==> src/ppmr_pkg.sv <==
`timescale 1ns / 1ps

package ppmr_pkg;

	// Largest image side and the widths that follow from it.
	localparam int MAX_SIDE = 64;
	localparam int CW = $clog2(MAX_SIDE);
	localparam int SIDE_W = CW + 1;
	localparam int BANK_AW = 2 * CW - 1;
	localparam int BANK_DEPTH = 2 ** BANK_AW;
	localparam int PIX_W = 24;
	localparam int SIDE_REG_W = 7;

	// Configuration port.
	localparam int APB_AW = 4;
	localparam int APB_DW = 32;

	typedef enum logic [1:0] {
		FMT_4BPP  = 2'd0,
		FMT_8BPP  = 2'd1,
		FMT_16BPP = 2'd2,
		FMT_24BPP = 2'd3
	} fmt_t;

	typedef enum logic {
		XF_MIRROR = 1'b0,
		XF_ROTATE = 1'b1
	} xform_t;

	typedef enum logic {
		MODE_LOAD    = 1'b0,
		MODE_REQUEST = 1'b1
	} mode_t;

	typedef enum logic [1:0] {
		REG_FORMAT    = 2'd0,
		REG_TRANSFORM = 2'd1,
		REG_SIDE      = 2'd2
	} reg_idx_t;

	// Position of a byte stream within the image.
	typedef struct packed {
		logic [CW-1:0] row;
		logic [CW-1:0] col;
		logic [1:0]    phase;
		logic          pix_end;
		logic          img_end;
	} cursor_t;

	// Side in use: clamped to the legal range, rounded down to even for 4 bpp.
	function automatic logic [SIDE_W-1:0] used_side(input logic [SIDE_REG_W-1:0] side_len,
			input fmt_t fmt);
		logic [SIDE_W-1:0] s;
		if (32'(side_len) < 32'd2) begin
			s = SIDE_W'(2);
		end else if (32'(side_len) > 32'(MAX_SIDE)) begin
			s = SIDE_W'(MAX_SIDE);
		end else begin
			s = SIDE_W'(side_len);
		end
		if (fmt == FMT_4BPP) begin
			s[0] = 1'b0;
		end
		return s;
	endfunction

endpackage

==> src/ppmr_cursor.sv <==
`timescale 1ns / 1ps

// Row, column and byte phase of one byte stream, wrapping at the image end.
module ppmr_cursor (
	input  logic                          clk,
	input  logic                          arst_n,
	input  logic                          restart,
	input  logic                          advance,
	input  ppmr_pkg::fmt_t                fmt,
	input  logic [ppmr_pkg::SIDE_W-1:0]   side,
	output ppmr_pkg::cursor_t             pos
);
	import ppmr_pkg::*;

	logic [CW-1:0]     row_q;
	logic [CW-1:0]     col_q;
	logic [1:0]        phase_q;
	logic [1:0]        phase_max;
	logic [SIDE_W-1:0] col_step;
	logic              col_last;
	logic              row_last;
	logic              pix_end;

	// Bytes per pixel less one, and pixels per byte as a column step.
	always_comb begin
		unique case (fmt)
			FMT_4BPP:  phase_max = 2'd0;
			FMT_8BPP:  phase_max = 2'd0;
			FMT_16BPP: phase_max = 2'd1;
			FMT_24BPP: phase_max = 2'd2;
		endcase
		col_step = (fmt == FMT_4BPP) ? SIDE_W'(2) : SIDE_W'(1);
	end

	assign pix_end  = (phase_q == phase_max);
	assign col_last = ({1'b0, col_q} == side - col_step);
	assign row_last = ({1'b0, row_q} == side - SIDE_W'(1));

	assign pos.row     = row_q;
	assign pos.col     = col_q;
	assign pos.phase   = phase_q;
	assign pos.pix_end = pix_end;
	assign pos.img_end = pix_end && col_last && row_last;

	// Step one byte; move to the next pixel once the current one is complete.
	always_ff @(posedge clk or negedge arst_n) begin
		if (!arst_n) begin
			row_q   <= '0;
			col_q   <= '0;
			phase_q <= '0;
		end else if (restart) begin
			row_q   <= '0;
			col_q   <= '0;
			phase_q <= '0;
		end else if (advance) begin
			if (!pix_end) begin
				phase_q <= phase_q + 2'd1;
			end else begin
				phase_q <= '0;
				if (col_last) begin
					col_q <= '0;
					row_q <= row_last ? '0 : row_q + CW'(1);
				end else begin
					col_q <= col_q + CW'(col_step);
				end
			end
		end
	end

endmodule

==> config.mk <==
export PLATFORM = sky130hd
export DESIGN_NAME = ppmr_cursor
export DESIGN_NICKNAME = d
export VERILOG_FILES = /design/src/ppmr_pkg.sv /design/src/ppmr_cursor.sv
export SDC_FILE = /design/constraint.sdc
export NUM_CORES = 1
export LEC_CHECK = 0
export BUFFER_PORTS_ARGS = -buffer_cell sky130_fd_sc_hd__clkbuf_2
export CAP_MARGIN = 10
export CORE_UTILIZATION = 47
export DETAILED_ROUTE_END_ITERATION = 8
export MAX_ROUTING_LAYER = met4
export PLACE_DENSITY = 0.74
export SYNTH_ARGS = -nofsm -noshare
export SYNTH_HDL_FRONTEND = slang
export SYNTH_SLANG_ARGS = --single-unit
export TNS_END_PERCENT = 5
==> constraint.sdc <==
create_clock -name clk -period 2.6 [get_ports clk]
set_clock_uncertainty 0.1 [all_clocks]
set_input_delay 0.13 -clock clk [delete_from_list [all_inputs] [get_ports clk]]
set_output_delay 0.13 -clock clk [all_outputs]
set_load 0.05 [all_outputs]
After elaboration in Yosys (flattened, before gate mapping). Cells that the tools add are included.

Add/sub/neg operators: 5. Eq/ne operators: 6. Muxes and demuxes: 14. Reduce and logical (&&, ||, !) cells: 9.

Operators with widths (number): 6-bit two-way mux (9); 6-bit by 7-bit == test with 1-bit output (2); 2-bit two-way mux (4); 7-bit by 1-bit subtractor with 7-bit output (second input constant) (1); 7-bit by 2-bit subtractor with 7-bit output (1); 6-bit by 1-bit adder with 6-bit output (second input constant) (1); 6-bit by 2-bit adder with 6-bit output (1); 2-bit one-hot mux with 3 select lines (1); 2-bit nonzero test (3); 2-bit == test (second input constant) (2); 3-bit AND reduction (1); 2-bit by 1-bit adder with 2-bit output (second input constant) (1); 2-bit by 1-bit == test with 1-bit output (second input constant) (1); 2-bit == test (1); 1-bit logical AND (2); 2-bit logical NOT (1); 2-bit AND reduction (1); 2-bit OR reduction (1).

Register bits: 14. Input port bits: 13. Output and inout port bits: 16. Word-level logic and storage cells: 37.

Longest topological paths before layout.
Depth after elaboration: 8. Gate-level depth with buffers: 11. Mapped depth without buffers: 10.

Worst setup path after synthesis. Ideal clock, no wire load.

Path kind: input port to flip-flop. Start point: input port fmt[1]. End point: register row_q[0]. Setup time: 125 ps. Arrival: 2620 ps. Data required time: 2375 ps. Path slack: -245 ps. Cell stages on the path: 9. Path buffers: 1. Cells stage by stage: or2_2 > fa_1 > nor3_1 > a21boi_0 > a32oi_1 > a2111oi_4 > or2_1 > buf_6 > mux2_4.

Longest elaborated chain between the ends: 6. Elaborated cells between the ends (all ways): 13. Those cells by class: 1 x add/sub; 5 x eq/ne; 2 x mux; 5 x reduce/logical.

RTL lines: start, declared (RTL line ppmr_cursor.sv:9) `input ppmr_pkg::fmt_t fmt,`; 2-bit logical NOT or 2-bit by 1-bit == test with 1-bit output (tied branches) (RTL line ppmr_cursor.sv:26, ppmr_cursor.sv:32); 2-bit two-way mux or 2-bit OR reduction (tied branches); 7-bit by 2-bit subtractor with 7-bit output or 2-bit one-hot mux with 3 select lines (tied branches) (RTL line ppmr_cursor.sv:36, ppmr_cursor.sv:26); 6-bit by 7-bit == test with 1-bit output or 2-bit == test (tied branches) (RTL line ppmr_cursor.sv:36, ppmr_cursor.sv:35); 2-bit nonzero test (no source line); 3-bit AND reduction (no source line) (*); end signal, assigned (RTL line ppmr_cursor.sv:62) `row_q <= row_last ? '0 : row_q + CW'(1);`; end, declared (RTL line ppmr_cursor.sv:15) `logic [CW-1:0] row_q;`.

Every way passes the cells marked *; elsewhere a longest branch is shown, timed or not. A chain may end at the register's enable or synchronous reset.

==> impl_metrics.ini <==
[setup_path]
path_cells = clkbuf_2, or2_4, ha_2, inv_1, fa_2, nor3_4, a21boi_0, a32oi_1, buf_4, a211oi_2, and3_1, clkbuf_8
path_class = input pin to output port
startpoint = fmt[1]
cp_top_family = compound AO/OA/AOI/OAI gates
slowest_stage = fa_2
max_stage_delay_ps = 390
crit_path_end = pos[0]
crit_required_ps = 2370
cp-start-kind = input pin
r2r_setup_slack_ps = 230
reg2reg_from = col_q[3]
crit_arrival_ps = 2350
reg2reg_to = row_q[2]
cp.depth = 12
path_buf_inv = 4
cp_max_fo = 4
end_kind = output port
rr_worst_depth = 7

[floorplanning]
die_area_sq_um = 2950
ioPinCount = 29
fp-row-count = 18
die_y_um = 54.3
coreArea_sq_um = 2520
start_util_pct = 51.0
die_x_um = 54.3

[sta]
drv_slew = 0
hold_viol = 0
tns_ps = 0
maxSlewHeadroom_pct = 58.9
max_slew.worst_pin.slew_ps = 616
setup_viol = 0
setup_slack_ps = 19.8
period_share_pct = 99.2
grt_setup_unrepaired = yes
min_period_ps = 2580
fmax_mhz = 388

[hold_path]
hold_path_class = input pin to flop

[global_routing]
gr-usage-all-layers_pct = 25.4
grt_pass1_wl_um = 5230
grt_pass1_vias = 1190
grt_max_degree = 15
grt-ovfl-total = 0
antenna_found_initial = 0

[yosys]
ys_types = 48
yosysSeqAreaShare_pct = 27.2
synth_nets = 164
syn_area_per_cell_sq_um = 8.99
synth-seq-cells = 14
synth_edf_count = 0
async_flop_share_pct = 100
synth_area_sq_um = 1290
synth_warnings = 0
postSynthCellCount = 143
ys.flop_type = dfrtp_1

[drt]
vias_per_cell = 5.81
wl_per_cell_um = 14.9
vias = 1256
drc_errors = 0
first_pass_iters = 4
wl_um = 3220
drt_iter0_markers = 21
final_antenna_net_count = 0

[layout]
diodes = 0
area_growth_pct = 26.9
layout-drive-gt1-share_pct = 31.7
num-nets-final = 208

[run_status]
status = finished clean

[clock_network]
cts_sinks = 14
clk_path_buf_depth = 2
cts.root.buffer_cell = clkbuf_4
cts_tree = yes
cts_inserted_buffers = 3
ctsHtreeMaxLevel = 1
clk_pin_slew_ps = 80
clock_latency_ps = 290

[placed_design]
place_ws_ps = -299
gp_congestion = 0.796
hpwl_um = 2580
port_buffers = 28

[power_and_ir_drop]
power_density_nw_per_um2 = 411
leakagePower_nw = 0.780
vdd_drop_max_uv = 388

[run]
maxCapViolCount = 0
## layer usage
layer	global-route usage (%)	up-vias	wire length, um
met2	42.3	31	1610
met4	8.55	0	51
li1	-	608	-
met5	-	-	0
met1	32.5	607	1460
met3	1.94	10	97
## state kept, by name, indices dropped and copies added, names as in the netlist
register and flops:
phase_q 2, row_q 6, col_q 6
## cell usage in the layout (no fill, tap or decap), drive strengths merged, types with 2 or more instances in the layout
cell / n
nor2: 16
nand4bb: 2
and3: 7
nor3b: 2
nor3: 3
ha: 6
mux2: 2
xnor2: 9
mux2i: 2
o22ai: 4
o211ai: 2
a21oi: 10
nor2b: 6
inv: 7
clkbuf: 32
nand2b: 2
or2: 2
xor2: 8
o21ai: 5
nand2: 4
fa: 2
dfrtp: 14
buf: 15
nor4: 2
## per-stage QoR
stage / utilization (%) / power (mW) / cell area [sq um] / instances / hold slack, ps
4_1_cts: 64.7 / 0.676 / 1630 / 216 / 70.4
3_3_place_gp: 62.0 / 0.499 / 1560 / 211 / -40.7
5_1_grt: 64.7 / 0.708 / 1630 / 216 / 82.3
2_1_floorplan: - / 0.433 / 1310 / 143 / -266
3_5_place_dp: 62.0 / 0.510 / 1560 / 211 / -37.9
6_report: 64.7 / 0.671 / 1630 / 216 / 73.4
## Yosys cell counts (2+ instances only)
library cell / count / area [sq um]
nor2b_1: 6 / 37.5
o22ai_1: 4 / 25.0
ha_1: 6 / 75.1
nor2_1: 16 / 60.1
o21ai_0: 5 / 25.0
xnor2_1: 9 / 78.8
nand2b_1: 2 / 12.5
nand2_1: 4 / 15.0
clkbuf_1: 2 / 7.51
dfrtp_1: 14 / 350
inv_1: 7 / 26.3
buf_6: 2 / 22.5
a21oi_1: 10 / 50.1
fa_1: 2 / 40.0
nand4bb_1: 2 / 22.5
and3_1: 7 / 43.8
mux2i_1: 2 / 20.0
o211ai_1: 2 / 15.0
nor3b_1: 2 / 15.0
nor3_1: 3 / 15.0
xor2_1: 8 / 70.1
nor4_1: 2 / 12.5
## kinds of logic (layout without fill, tap and decap cells)
logic type	Yosys count	after routing	synth area share [%]
xor+xnor	17	17	11.6
buf+inv	12	55	4.96
mux	4	4	3.60
simple gates	54	54	24.6
fa+ha+maj	8	8	8.95
flops	14	14	27.2
compound gates	34	34	19.1
## timing repair
item | in CTS | in global routing
buffers inserted | 0 | 0
hold buffers | 1 | 0
endpoints found under the setup margin | 1 | 7
endpoints found under the hold margin | 14 | 0
pin swaps | 3 | 2
gates resized for setup | 5 | 0
## area by class of cell
type,instances,area (sq um)
Multi-Input combinational cell,117,911
Fill cell,203,890
Clock buffer,4,36.3
Timing Repair Buffer,44,272
Inverter,7,26.3
Sequential cell,14,350
Tap cell,30,37.5
## worst register-to-register path: cells and delay by family, from the launching register on
family	cells	cell delay, ps
AO/OA/AOI/OAI	3	680
multiplexers	1	270
AND/OR/NAND/NOR	1	440
flip-flops	1	410
buffers and inverters	1	200
XOR/XNOR	1	170
## how the worst min path moves through the flow
stage	depth (start not counted)	to	start
final	2	phase_q[0]	restart
after global routing	2	phase_q[0]	restart
after CTS	2	phase_q[0]	restart
after detailed placement	1	col_q[2]	arst_n
after global placement	1	col_q[2]	arst_n
after floorplan	0	col_q[0]	arst_n
## report_power, final
part | total (mW) | internal (mW) | switching [mW]
clock network | 0.161 | 0.0853 | 0.0759
logic | 0.257 | 0.101 | 0.156
registers | 0.254 | 0.231 | 0.0229
total | 0.671 | 0.416 | 0.255
No activity file was read; power rests on OpenSTA's default activity.
